==> config.mk <==
export PLATFORM = sky130hd
export DESIGN_NAME = i2c_master_byte_engine
export DESIGN_NICKNAME = d
export VERILOG_FILES = /design/src/rtl/i2cm_pkg.sv /design/src/rtl/i2cm_front.sv /design/src/rtl/i2cm_back.sv /design/src/rtl/i2c_master_byte_engine.sv
export SDC_FILE = /design/constraint.sdc
export NUM_CORES = 1
export LEC_CHECK = 0
export BUFFER_PORTS_ARGS = -buffer_cell sky130_fd_sc_hd__buf_2
export CAP_MARGIN = 20
export CORE_MARGIN = 5
export CORE_UTILIZATION = 65
export CTS_CLUSTER_DIAMETER = 100
export DETAILED_ROUTE_END_ITERATION = 6
export PLACE_DENSITY = 0.85
export SLEW_MARGIN = 20
export SYNTH_ARGS = -nofsm -noshare
export SYNTH_HDL_FRONTEND = slang
export SYNTH_SLANG_ARGS = --single-unit
export TNS_END_PERCENT = 50
==> constraint.sdc <==
create_clock -name i_clk -period 6.1 [get_ports i_clk]
set_input_delay 0.61 -clock i_clk [delete_from_list [all_inputs] [get_ports i_clk]]
set_output_delay 0.61 -clock i_clk [all_outputs]
set_load 0.03 [all_outputs]
==> src/rtl/i2cm_pkg.sv <==
`timescale 1ns / 1ps
`default_nettype none

package i2cm_pkg;

    // Field and counter widths
    localparam int unsigned I2CM_TIMER_W     = 16;
    localparam int unsigned I2CM_CFG_IDX_W   = 2;
    localparam int unsigned I2CM_CFG_DATA_W  = 16;
    localparam int unsigned I2CM_QUEUE_DEPTH = 2;

    localparam logic [I2CM_TIMER_W-1:0] I2CM_TIMER_MAX = '1;

    // Register reset values
    localparam logic [I2CM_TIMER_W-1:0] I2CM_HALF_PERIOD_RST   = 16'd2;
    localparam logic                    I2CM_STRETCH_EN_RST    = 1'b1;
    localparam logic [I2CM_TIMER_W-1:0] I2CM_STRETCH_LIMIT_RST = 16'd3000;

    // Configuration register indexes
    typedef enum logic [I2CM_CFG_IDX_W-1:0] {
        CFG_HALF_PERIOD   = 2'd0,
        CFG_STRETCH_EN    = 2'd1,
        CFG_STRETCH_LIMIT = 2'd2
    } t_cfg_idx;

    // Command codes
    typedef enum logic [1:0] {
        CMD_START = 2'd0,
        CMD_STOP  = 2'd1,
        CMD_WRITE = 2'd2,
        CMD_READ  = 2'd3
    } t_cmd;

    // Bus sequencer phases
    typedef enum logic [18:0] {
        PH_IDLE       = 19'h00001,
        PH_ST_SDA_REL = 19'h00002,
        PH_ST_SCL_REL = 19'h00004,
        PH_ST_SDA_LOW = 19'h00008,
        PH_ST_SCL_LOW = 19'h00010,
        PH_SP_SDA_LOW = 19'h00020,
        PH_SP_SCL_REL = 19'h00040,
        PH_SP_SDA_REL = 19'h00080,
        PH_WR_BIT     = 19'h00100,
        PH_WR_SCL_REL = 19'h00200,
        PH_WR_SCL_LOW = 19'h00400,
        PH_WR_SDA_REL = 19'h00800,
        PH_WR_ACK_SCL = 19'h01000,
        PH_RD_SDA_REL = 19'h02000,
        PH_RD_SCL_REL = 19'h04000,
        PH_RD_SCL_LOW = 19'h08000,
        PH_RD_GAP     = 19'h10000,
        PH_RD_ACK_SDA = 19'h20000,
        PH_RD_ACK_SCL = 19'h40000
    } t_phase;

    typedef struct packed {
        logic [I2CM_TIMER_W-1:0] half_period;
        logic                    stretch_en;
        logic [I2CM_TIMER_W-1:0] stretch_limit;
    } t_cfg;

    // One classified tick
    typedef struct packed {
        logic       has_cmd;
        t_cmd       cmd;
        logic [7:0] write_byte;
        logic       send_ack;
        logic       scl_pin;
        logic       sda_pin;
    } t_item;

    // One result of a tick
    typedef struct packed {
        logic       scl_pull_low;
        logic       sda_pull_low;
        logic       busy;
        logic       done;
        logic [7:0] read_byte;
        logic       ack_seen;
        logic       stretch_timeout;
    } t_result;

endpackage

`default_nettype wire

==> src/rtl/i2cm_front.sv <==
`timescale 1ns / 1ps
`default_nettype none

module i2cm_front #(
    parameter int unsigned QUEUE_DEPTH = i2cm_pkg::I2CM_QUEUE_DEPTH
) (
    input  wire              i_clk,
    input  wire              i_rst_n,
    input  wire              i_in_valid,
    output logic             o_in_ready,
    input  wire              i_cmd_valid,
    input  wire  [1:0]       i_mode,
    input  wire  [7:0]       i_write_byte,
    input  wire              i_send_ack,
    input  wire              i_scl_pin,
    input  wire              i_sda_pin,
    output logic             o_q_valid,
    output i2cm_pkg::t_item  o_q_item,
    input  wire              i_q_pop
);
    import i2cm_pkg::*;

    localparam int unsigned PTR_W = (QUEUE_DEPTH > 1) ? $clog2(QUEUE_DEPTH) : 1;
    localparam int unsigned CNT_W = $clog2(QUEUE_DEPTH + 1);
    localparam logic [PTR_W-1:0] LAST_PTR = PTR_W'(QUEUE_DEPTH - 1);
    localparam logic [CNT_W-1:0] FULL_CNT = CNT_W'(QUEUE_DEPTH);

    t_item            r_mem [QUEUE_DEPTH];
    logic [PTR_W-1:0] r_wr_ptr, n_wr_ptr;
    logic [PTR_W-1:0] r_rd_ptr, n_rd_ptr;
    logic [CNT_W-1:0] r_count, n_count;
    t_item            w_item;
    logic             w_push;
    logic             w_pop;

    // Classify the incoming tick
    always_comb begin
        w_item.has_cmd    = i_cmd_valid;
        w_item.write_byte = i_write_byte;
        w_item.send_ack   = i_send_ack;
        w_item.scl_pin    = i_scl_pin;
        w_item.sda_pin    = i_sda_pin;
        unique case (i_mode)
            2'd0:    w_item.cmd = CMD_START;
            2'd1:    w_item.cmd = CMD_STOP;
            2'd2:    w_item.cmd = CMD_WRITE;
            default: w_item.cmd = CMD_READ;
        endcase
    end

    assign o_in_ready = (r_count != FULL_CNT);
    assign o_q_valid  = (r_count != '0);
    assign o_q_item   = r_mem[r_rd_ptr];
    assign w_push     = i_in_valid && o_in_ready;
    assign w_pop      = i_q_pop && o_q_valid;

    // Queue pointers and fill level
    always_comb begin
        n_wr_ptr = r_wr_ptr;
        n_rd_ptr = r_rd_ptr;
        n_count  = r_count;
        if (w_push) begin
            n_wr_ptr = (r_wr_ptr == LAST_PTR) ? '0 : r_wr_ptr + PTR_W'(1);
        end
        if (w_pop) begin
            n_rd_ptr = (r_rd_ptr == LAST_PTR) ? '0 : r_rd_ptr + PTR_W'(1);
        end
        if (w_push && !w_pop) begin
            n_count = r_count + CNT_W'(1);
        end else if (w_pop && !w_push) begin
            n_count = r_count - CNT_W'(1);
        end
    end

    always_ff @(posedge i_clk) begin
        if (!i_rst_n) begin
            r_wr_ptr <= '0;
            r_rd_ptr <= '0;
            r_count  <= '0;
        end else begin
            r_wr_ptr <= n_wr_ptr;
            r_rd_ptr <= n_rd_ptr;
            r_count  <= n_count;
        end
    end

    // Queue storage
    always_ff @(posedge i_clk) begin
        if (w_push) begin
            r_mem[r_wr_ptr] <= w_item;
        end
    end

endmodule

`default_nettype wire

==> src/rtl/i2cm_back.sv <==
`timescale 1ns / 1ps
`default_nettype none

module i2cm_back (
    input  wire                i_clk,
    input  wire                i_rst_n,
    input  i2cm_pkg::t_cfg     i_cfg,
    input  wire                i_q_valid,
    input  i2cm_pkg::t_item    i_q_item,
    output logic               o_q_pop,
    output logic               o_out_valid,
    input  wire                i_out_ready,
    output i2cm_pkg::t_result  o_res
);
    import i2cm_pkg::*;

    t_phase                  r_phase, n_phase;
    logic [2:0]              r_bit, n_bit;
    logic [7:0]              r_shift, n_shift;
    logic [I2CM_TIMER_W-1:0] r_pt, n_pt;
    logic [I2CM_TIMER_W-1:0] r_st, n_st;
    logic                    r_ack, n_ack;
    logic [7:0]              r_read, n_read;
    logic                    r_timeout, n_timeout;
    logic                    r_scl_low, n_scl_low;
    logic                    r_sda_low, n_sda_low;
    logic                    r_waiting, n_waiting;
    logic                    r_ack_req, n_ack_req;
    logic                    r_out_valid;
    t_result                 r_res, n_res;
    logic                    w_step;

    // Take a tick when the result slot is free or being emptied
    assign o_q_pop     = i_q_valid && (!r_out_valid || i_out_ready);
    assign w_step      = o_q_pop;
    assign o_out_valid = r_out_valid;
    assign o_res       = r_res;

    // One tick of the bus sequencer
    always_comb begin
        logic                    v_go;
        t_phase                  v_tgt;
        logic                    v_done;
        logic [I2CM_TIMER_W-1:0] v_hp;
        logic [I2CM_TIMER_W-1:0] v_pt;
        logic [I2CM_TIMER_W-1:0] v_st;

        n_phase   = r_phase;
        n_bit     = r_bit;
        n_shift   = r_shift;
        n_pt      = r_pt;
        n_st      = r_st;
        n_ack     = r_ack;
        n_read    = r_read;
        n_timeout = r_timeout;
        n_scl_low = r_scl_low;
        n_sda_low = r_sda_low;
        n_waiting = r_waiting;
        n_ack_req = r_ack_req;
        v_go      = 1'b0;
        v_tgt     = PH_IDLE;
        v_done    = 1'b0;
        v_hp      = (i_cfg.half_period == '0) ? I2CM_TIMER_W'(1) : i_cfg.half_period;
        v_pt      = (r_pt != I2CM_TIMER_MAX) ? r_pt + I2CM_TIMER_W'(1) : r_pt;
        v_st      = (r_st != I2CM_TIMER_MAX) ? r_st + I2CM_TIMER_W'(1) : r_st;

        if (r_phase == PH_IDLE) begin
            // Launch a new command
            if (i_q_item.has_cmd) begin
                n_bit     = '0;
                n_shift   = (i_q_item.cmd == CMD_READ) ? 8'h00 : i_q_item.write_byte;
                n_ack_req = i_q_item.send_ack;
                v_go      = 1'b1;
                unique case (i_q_item.cmd)
                    CMD_START: v_tgt = PH_ST_SDA_REL;
                    CMD_STOP:  v_tgt = PH_SP_SDA_LOW;
                    CMD_WRITE: v_tgt = PH_WR_BIT;
                    CMD_READ:  v_tgt = PH_RD_SDA_REL;
                    default:   v_tgt = PH_RD_SDA_REL;
                endcase
            end
        end else if (r_waiting) begin
            // Clock stretch wait
            if (i_q_item.scl_pin) begin
                n_waiting = 1'b0;
            end else begin
                n_st = v_st;
                if (v_st >= i_cfg.stretch_limit) begin
                    n_timeout = 1'b1;
                    n_waiting = 1'b0;
                end
            end
        end else begin
            // Hold count, then move to the next line action
            n_pt = v_pt;
            if (v_pt >= v_hp) begin
                v_go = 1'b1;
                unique case (r_phase)
                    PH_ST_SDA_REL: v_tgt = PH_ST_SCL_REL;
                    PH_ST_SCL_REL: v_tgt = PH_ST_SDA_LOW;
                    PH_ST_SDA_LOW: v_tgt = PH_ST_SCL_LOW;
                    PH_SP_SDA_LOW: v_tgt = PH_SP_SCL_REL;
                    PH_SP_SCL_REL: v_tgt = PH_SP_SDA_REL;
                    PH_WR_BIT:     v_tgt = PH_WR_SCL_REL;
                    PH_WR_SCL_REL: begin
                        if (r_bit != 3'd7) begin
                            n_bit     = r_bit + 3'd1;
                            n_shift   = {r_shift[6:0], 1'b0};
                            n_scl_low = 1'b1;
                            v_tgt     = PH_WR_BIT;
                        end else begin
                            v_tgt = PH_WR_SCL_LOW;
                        end
                    end
                    PH_WR_SCL_LOW: v_tgt = PH_WR_SDA_REL;
                    PH_WR_SDA_REL: v_tgt = PH_WR_ACK_SCL;
                    PH_WR_ACK_SCL: begin
                        n_ack     = i_q_item.sda_pin;
                        n_scl_low = 1'b1;
                        v_go      = 1'b0;
                        v_done    = 1'b1;
                    end
                    PH_RD_SDA_REL: v_tgt = PH_RD_SCL_REL;
                    PH_RD_SCL_REL: begin
                        n_shift = {r_shift[6:0], i_q_item.sda_pin};
                        v_tgt   = PH_RD_SCL_LOW;
                    end
                    PH_RD_SCL_LOW: begin
                        if (r_bit != 3'd7) begin
                            n_bit = r_bit + 3'd1;
                            v_tgt = PH_RD_SCL_REL;
                        end else begin
                            n_read = r_shift;
                            v_tgt  = PH_RD_GAP;
                        end
                    end
                    PH_RD_GAP:     v_tgt = PH_RD_ACK_SDA;
                    PH_RD_ACK_SDA: v_tgt = PH_RD_ACK_SCL;
                    PH_RD_ACK_SCL: begin
                        n_scl_low = 1'b1;
                        n_sda_low = 1'b0;
                        v_go      = 1'b0;
                        v_done    = 1'b1;
                    end
                    default: begin
                        // start and stop end with no extra line action
                        v_go   = 1'b0;
                        v_done = 1'b1;
                    end
                endcase
                if (v_done) begin
                    n_phase   = PH_IDLE;
                    n_pt      = '0;
                    n_waiting = 1'b0;
                end
            end
        end

        // Entry into a new phase and its line action
        if (v_go) begin
            n_phase   = v_tgt;
            n_pt      = '0;
            n_waiting = 1'b0;
            unique case (v_tgt)
                PH_ST_SDA_REL, PH_SP_SDA_REL, PH_WR_SDA_REL, PH_RD_SDA_REL: begin
                    n_sda_low = 1'b0;
                end
                PH_ST_SDA_LOW, PH_SP_SDA_LOW: begin
                    n_sda_low = 1'b1;
                end
                PH_ST_SCL_LOW, PH_WR_SCL_LOW, PH_RD_SCL_LOW: begin
                    n_scl_low = 1'b1;
                end
                PH_WR_BIT: begin
                    n_sda_low = ~n_shift[7];
                end
                PH_ST_SCL_REL, PH_SP_SCL_REL, PH_WR_SCL_REL,
                PH_WR_ACK_SCL, PH_RD_SCL_REL, PH_RD_ACK_SCL: begin
                    n_scl_low = 1'b0;
                    n_timeout = 1'b0;
                    n_st      = '0;
                    n_waiting = i_cfg.stretch_en;
                end
                PH_RD_ACK_SDA: begin
                    n_sda_low = n_ack_req;
                end
                default: begin
                end
            endcase
        end

        n_res.scl_pull_low    = n_scl_low;
        n_res.sda_pull_low    = n_sda_low;
        n_res.busy            = (n_phase != PH_IDLE);
        n_res.done            = v_done;
        n_res.read_byte       = n_read;
        n_res.ack_seen        = n_ack;
        n_res.stretch_timeout = n_timeout;
    end

    // Sequencer state
    always_ff @(posedge i_clk) begin
        if (!i_rst_n) begin
            r_phase   <= PH_IDLE;
            r_bit     <= '0;
            r_shift   <= '0;
            r_pt      <= '0;
            r_st      <= '0;
            r_ack     <= 1'b1;
            r_read    <= '0;
            r_timeout <= 1'b0;
            r_scl_low <= 1'b0;
            r_sda_low <= 1'b0;
            r_waiting <= 1'b0;
            r_ack_req <= 1'b0;
        end else if (w_step) begin
            r_phase   <= n_phase;
            r_bit     <= n_bit;
            r_shift   <= n_shift;
            r_pt      <= n_pt;
            r_st      <= n_st;
            r_ack     <= n_ack;
            r_read    <= n_read;
            r_timeout <= n_timeout;
            r_scl_low <= n_scl_low;
            r_sda_low <= n_sda_low;
            r_waiting <= n_waiting;
            r_ack_req <= n_ack_req;
        end
    end

    // Result slot
    always_ff @(posedge i_clk) begin
        if (!i_rst_n) begin
            r_out_valid <= 1'b0;
        end else if (w_step) begin
            r_out_valid <= 1'b1;
        end else if (i_out_ready) begin
            r_out_valid <= 1'b0;
        end
    end

    always_ff @(posedge i_clk) begin
        if (w_step) begin
            r_res <= n_res;
        end
    end

endmodule

`default_nettype wire

==> src/rtl/i2c_master_byte_engine.sv <==
`timescale 1ns / 1ps
`default_nettype none

// I2C master byte engine for open-drain SCL/SDA. Every input transfer is one
// bus tick carrying the sampled pin levels and an optional command (start,
// stop, byte write with ACK sample, byte read with ACK/NACK); every tick gives
// exactly one result transfer with the line drives and status. The engine
// takes one tick per cycle unless a side stalls: a front stage decodes ticks
// into a short queue (depth QUEUE_DEPTH), the sequencer executes one tick per
// cycle while its result slot can take it and places the result in an output
// register, so a tick passes the queue, then that register. Either side may
// stall independently. Configuration writes (half period, stretch enable,
// stretch limit) take effect on the next cycle and belong between commands.
module i2c_master_byte_engine #(
    parameter int unsigned QUEUE_DEPTH = i2cm_pkg::I2CM_QUEUE_DEPTH
) (
    input  wire                                   i_clk,
    input  wire                                   i_rst_n,
    input  wire                                   i_cfg_we,
    input  wire  [i2cm_pkg::I2CM_CFG_IDX_W-1:0]   i_cfg_idx,
    input  wire  [i2cm_pkg::I2CM_CFG_DATA_W-1:0]  i_cfg_data,
    input  wire                                   i_in_valid,
    output logic                                  o_in_ready,
    input  wire                                   i_cmd_valid,
    input  wire  [1:0]                            i_mode,
    input  wire  [7:0]                            i_write_byte,
    input  wire                                   i_send_ack,
    input  wire                                   i_scl_pin,
    input  wire                                   i_sda_pin,
    output logic                                  o_out_valid,
    input  wire                                   i_out_ready,
    output logic                                  o_scl_pull_low,
    output logic                                  o_sda_pull_low,
    output logic                                  o_busy_res,
    output logic                                  o_done_res,
    output logic [7:0]                            o_read_byte,
    output logic                                  o_ack_seen,
    output logic                                  o_stretch_timeout
);
    import i2cm_pkg::*;

    t_cfg    r_cfg;
    logic    w_q_valid;
    t_item   w_q_item;
    logic    w_q_pop;
    t_result w_res;

    // Configuration registers
    always_ff @(posedge i_clk) begin
        if (!i_rst_n) begin
            r_cfg.half_period   <= I2CM_HALF_PERIOD_RST;
            r_cfg.stretch_en    <= I2CM_STRETCH_EN_RST;
            r_cfg.stretch_limit <= I2CM_STRETCH_LIMIT_RST;
        end else if (i_cfg_we) begin
            unique case (t_cfg_idx'(i_cfg_idx))
                CFG_HALF_PERIOD:   r_cfg.half_period   <= i_cfg_data[I2CM_TIMER_W-1:0];
                CFG_STRETCH_EN:    r_cfg.stretch_en    <= i_cfg_data[0];
                CFG_STRETCH_LIMIT: r_cfg.stretch_limit <= i_cfg_data[I2CM_TIMER_W-1:0];
                default: begin
                end
            endcase
        end
    end

    i2cm_front #(
        .QUEUE_DEPTH (QUEUE_DEPTH)
    ) u_front (
        .i_clk        (i_clk),
        .i_rst_n      (i_rst_n),
        .i_in_valid   (i_in_valid),
        .o_in_ready   (o_in_ready),
        .i_cmd_valid  (i_cmd_valid),
        .i_mode       (i_mode),
        .i_write_byte (i_write_byte),
        .i_send_ack   (i_send_ack),
        .i_scl_pin    (i_scl_pin),
        .i_sda_pin    (i_sda_pin),
        .o_q_valid    (w_q_valid),
        .o_q_item     (w_q_item),
        .i_q_pop      (w_q_pop)
    );

    i2cm_back u_back (
        .i_clk       (i_clk),
        .i_rst_n     (i_rst_n),
        .i_cfg       (r_cfg),
        .i_q_valid   (w_q_valid),
        .i_q_item    (w_q_item),
        .o_q_pop     (w_q_pop),
        .o_out_valid (o_out_valid),
        .i_out_ready (i_out_ready),
        .o_res       (w_res)
    );

    assign o_scl_pull_low    = w_res.scl_pull_low;
    assign o_sda_pull_low    = w_res.sda_pull_low;
    assign o_busy_res        = w_res.busy;
    assign o_done_res        = w_res.done;
    assign o_read_byte       = w_res.read_byte;
    assign o_ack_seen        = w_res.ack_seen;
    assign o_stretch_timeout = w_res.stretch_timeout;

endmodule

`default_nettype wire

==> summary.md <==
| Metric | Value |
|---|---|
| Outcome | `complete, no violations` |
| Layout fillers | `~1,000` |
| First-pass GRT wire length | `31.87 mm` |
| Area leader, netlist | `dfxtp_1` |
| Clock Pin Slew Worst Setup and Hold Paths | `around 0.070 ns` |
| DRT Wirelength | `approximately 20 mm` |
| Pwr Density | `363.6 nW/um^2` |
| Tmin final | `~4.6 ns` |
| Row count | `between 40 and 50` |
| IO Count | `53` |
| Total clock sinks | `~160` |
| CORE AREA | `around 13,000 sq um` |
| Syn_nets | `993` |
| Synth Area per Inst | `8.972 sq um` |
| Clk network pwr share | `about a third` |
| Dpl ws | `about 1.6 ns` |
| Worst-Margin Slew | `between 1 and 1.5 ns` |
| Largest net degree at the start of global routing | `73` |
| Sequential share of power | `between 30% and 40%` |
| WP data required | `between 6 and 7 ns` |
| Share of cells above drive strength 1 | `between 10% and 20%` |
| Synthesized cell area | `between 8000 and 9000 sq um` |
| Synth cell count leaders | `nand2_1 (122), dfxtp_1 (115), nor2_1 (76)` |
| Prevailing post-synth register cell | `dfxtp_1` |
| Area post-placement | `around 8600 sq um` |
| Netlist cell types | `between 80 and 90` |
| HPWL Detailed | `roughly 14 mm` |
| Vias | `7,093` |
| Worst EP arrival | `slightly below 5 ns` |
| Die H | `about 120 um` |
| Initial antenna violation count | `0` |
| Startpoint Class | `flop` |
| Initial DRC count | `between 700 and 800` |
| Fin crit share | `~76%` |
| Routed wire per std cell | `about 17 um` |
| Worst min path class | `primary input to flop` |
| Tot GR Track Use | `26.79%` |
| DRT antenna net count | `0` |
| Post-route setup slack | `1.452 ns` |
| DRC | `0` |
| Post-synthesis sequential area ratio | `between 40% and 50%` |
| Cts hold-fix bufs | `0` |
| Deepest clock path buffer count | `2` |
| First-pass DRT Iterations | `6` |
| RSZ-0062 raised after global routing | `no` |
| Post-route cell area | `just over 9000 sq um` |
| Setup TNS | `0 ns` |
| Root Driver | `clkbuf_16` |
| Most frequent cell after synthesis | `nand2_1` |
| Final worst clock skew | `between 0.01 and 0.015 ns` |
| H-tree lvl count | `4` |
| Hold Fails Final Rpt | `0` |
| Warning count from the yosys run | `0` |
| Internal power | `approximately 2.1 mW` |
| Syn Inst Count | `919` |
| Initial core utilization | `approximately 66%` |
| CTS buffer count | `17` |
| Leak | `about 3.6 nW` |
| Comb power frac | `between 20 and 30%` |
| Post-synth top area share | `27.92%` |
| Vias in the first global route | `roughly 6,700` |
| Full die area | `between 15,000 and 20,000 sq um` |
| MaxCap Viol Count | `0` |
| P&R area growth vs syn | `11.21%` |
| Vias per Instance | `~6.2` |
| N_diodes | `0` |
| Net Sw Power | `1.187 mW` |
| Number of nets in the layout | `roughly 1,000` |
| Post-cts resize count | `0` |
| Rel. slew slack | `28.43%` |
| CTS tree | `done` |
| Max IR drop VDD | `0.3182 mV` |
| Peak Freq | `0.2151 GHz` |
| Post-synthesis register bit count | `157` |
| Ys async rst share | `0%` |
| Post-CTS setup buffer count | `0` |
| CP Capture Type | `flop` |
| Pins Over Slew Limit | `0` |
| Total gr overflow | `0` |
| CP Class | `flop to flop` |
| Setup-failing EPs final | `0` |
| Hold WS | `around 0.37 ns` |
| Crit-path max FO | `13` |
| EDFF count, synth | `42` |
| Routability cong. | `0.9528` |
| Die X | `~120 um` |
| # port buffers | `52` |
| Sw frac | `a little over a third` |
| Synth area leaders | `dfxtp_1 (28%), edfxtp_1 (15%), ha_1 (5.6%)` |
| Worst-Skew Late Latency | `around 0.43 ns` |
==> cells in the final DEF, fill, tap and decap left out, types with 16 or more instances in the layout <==
cell / n
nand3_1: 33
a21oi_1: 69
inv_1: 41
xnor2_1: 17
edfxtp_1: 42
buf_2: 52
clkbuf_16: 17
mux2_2: 19
a22oi_1: 18
nor3_1: 26
nor2_1: 75
ha_1: 37
dfxtp_1: 115
nand2_1: 122
o21ai_0: 33
a22o_1: 16
==> final cells by class <==
cell class / instances / area (sq um) / area share, %
clock buffer: 18 / 439.2 / 4.789
clock inverter: 14 / 167.7 / 1.828
inverter: 43 / 161.4 / 1.760
multi-input combinational: 679 / 4318 / 47.09
sequential: 157 / 3563 / 38.86
tap: 172 / 215.2 / 2.347
timing repair buffer: 58 / 305.3 / 3.329
==> layer usage <==
metal / share of wire (%) / global-route usage, % / routed length [um] / vias up
li1: - / - / - / 3426
met1: 43 / 33.91 / 8458 / 3352
met2: 48 / 45.72 / 9491 / 272
met3: 6.0 / 5.484 / 1172 / 43
met4: 2.3 / 9.167 / 460 / 0
met5: 0 / 0 / 0 / -
==> per-stage QoR <==
| step | total power [mW] | cells | util [%] |
|---|---|---|---|
| after floorplan | 2.025 | 919 | - |
| final | 3.334 | 1141 | 73.26 |
| after CTS | 3.332 | 1141 | 73.24 |
| after global placement | 2.225 | 1109 | 68.39 |
| after detailed placement | 2.242 | 1109 | 68.39 |
| after global routing | 3.493 | 1141 | 73.26 |
==> power groups by stage <==
stage	clock network [mW]	logic [mW]	registers (mW)
2_1_floorplan	0	0.634	1.39
3_3_place_gp	0	0.891	1.33
3_5_place_dp	0	0.904	1.34
4_1_cts	1.10	0.910	1.32
5_1_grt	1.16	1.00	1.33
6_report	1.10	0.918	1.32
==> registers in the layout, summed over array words and instances, names as in the netlist, named ones only <==
signal,flops
u_back.r_bit,3
u_back.r_ack,1
u_front.r_wr_ptr,1
u_front.r_mem,28
u_back.r_sda_low,1
u_back.r_waiting,1
u_back.r_shift,8
u_back.o_res,14
u_back.r_st,16
u_back.r_scl_low,1
u_back.r_phase,19
u_back.r_timeout,1
u_back.r_pt,16
u_front.r_count,2
u_back.r_read,8
r_cfg,33
u_back.r_ack_req,1
u_front.r_rd_ptr,1
u_back.o_out_valid,1
==> worst max-delay path, stage by stage (launching register included) <==
cell	delay, ns
dfxtp_1	0.44
and3_1	0.25
and4_1	0.27
nand4_1	0.43
nor2b_1	0.33
and2_1	0.20
xor2_1	0.16
ha_1	0.28
nand2_1	0.07
nor3_1	0.30
a32oi_1	0.19
a31o_2	0.37
or3_1	0.60
or2_1	0.41
nand2_1	0.13
a21oi_1	0.07
==> final timing paths <==
path / cells past startpoint / slack [ns] / startpoint / to
max: 15 / 1.45 / u_back.r_pt[4]$_SDFFE_PN0P_ / u_back.r_read[1]$_SDFFE_PN0P_
min: 1 / 0.37 / i_write_byte[5] / u_front.r_mem[0][8]$_DFFE_PP_
max reg2reg: 15 / 1.45 / u_back.r_pt[4]$_SDFFE_PN0P_ / u_back.r_read[1]$_SDFFE_PN0P_
min reg2reg: 2 / 0.45 / u_back.r_read[0]$_SDFFE_PN0P_ / u_back.r_read[0]$_SDFFE_PN0P_
==> kinds of logic after synthesis <==
family	share of synthesized area, %
multiplexers	2.959
XOR/XNOR	2.762
flip-flops	43.22
adder cells (fa/ha/maj)	5.615
buffers and inverters	4.446
AO/OA/AOI/OAI	17.89
AND/OR/NAND/NOR	23.11
Power figures use the tool's default switching activity.
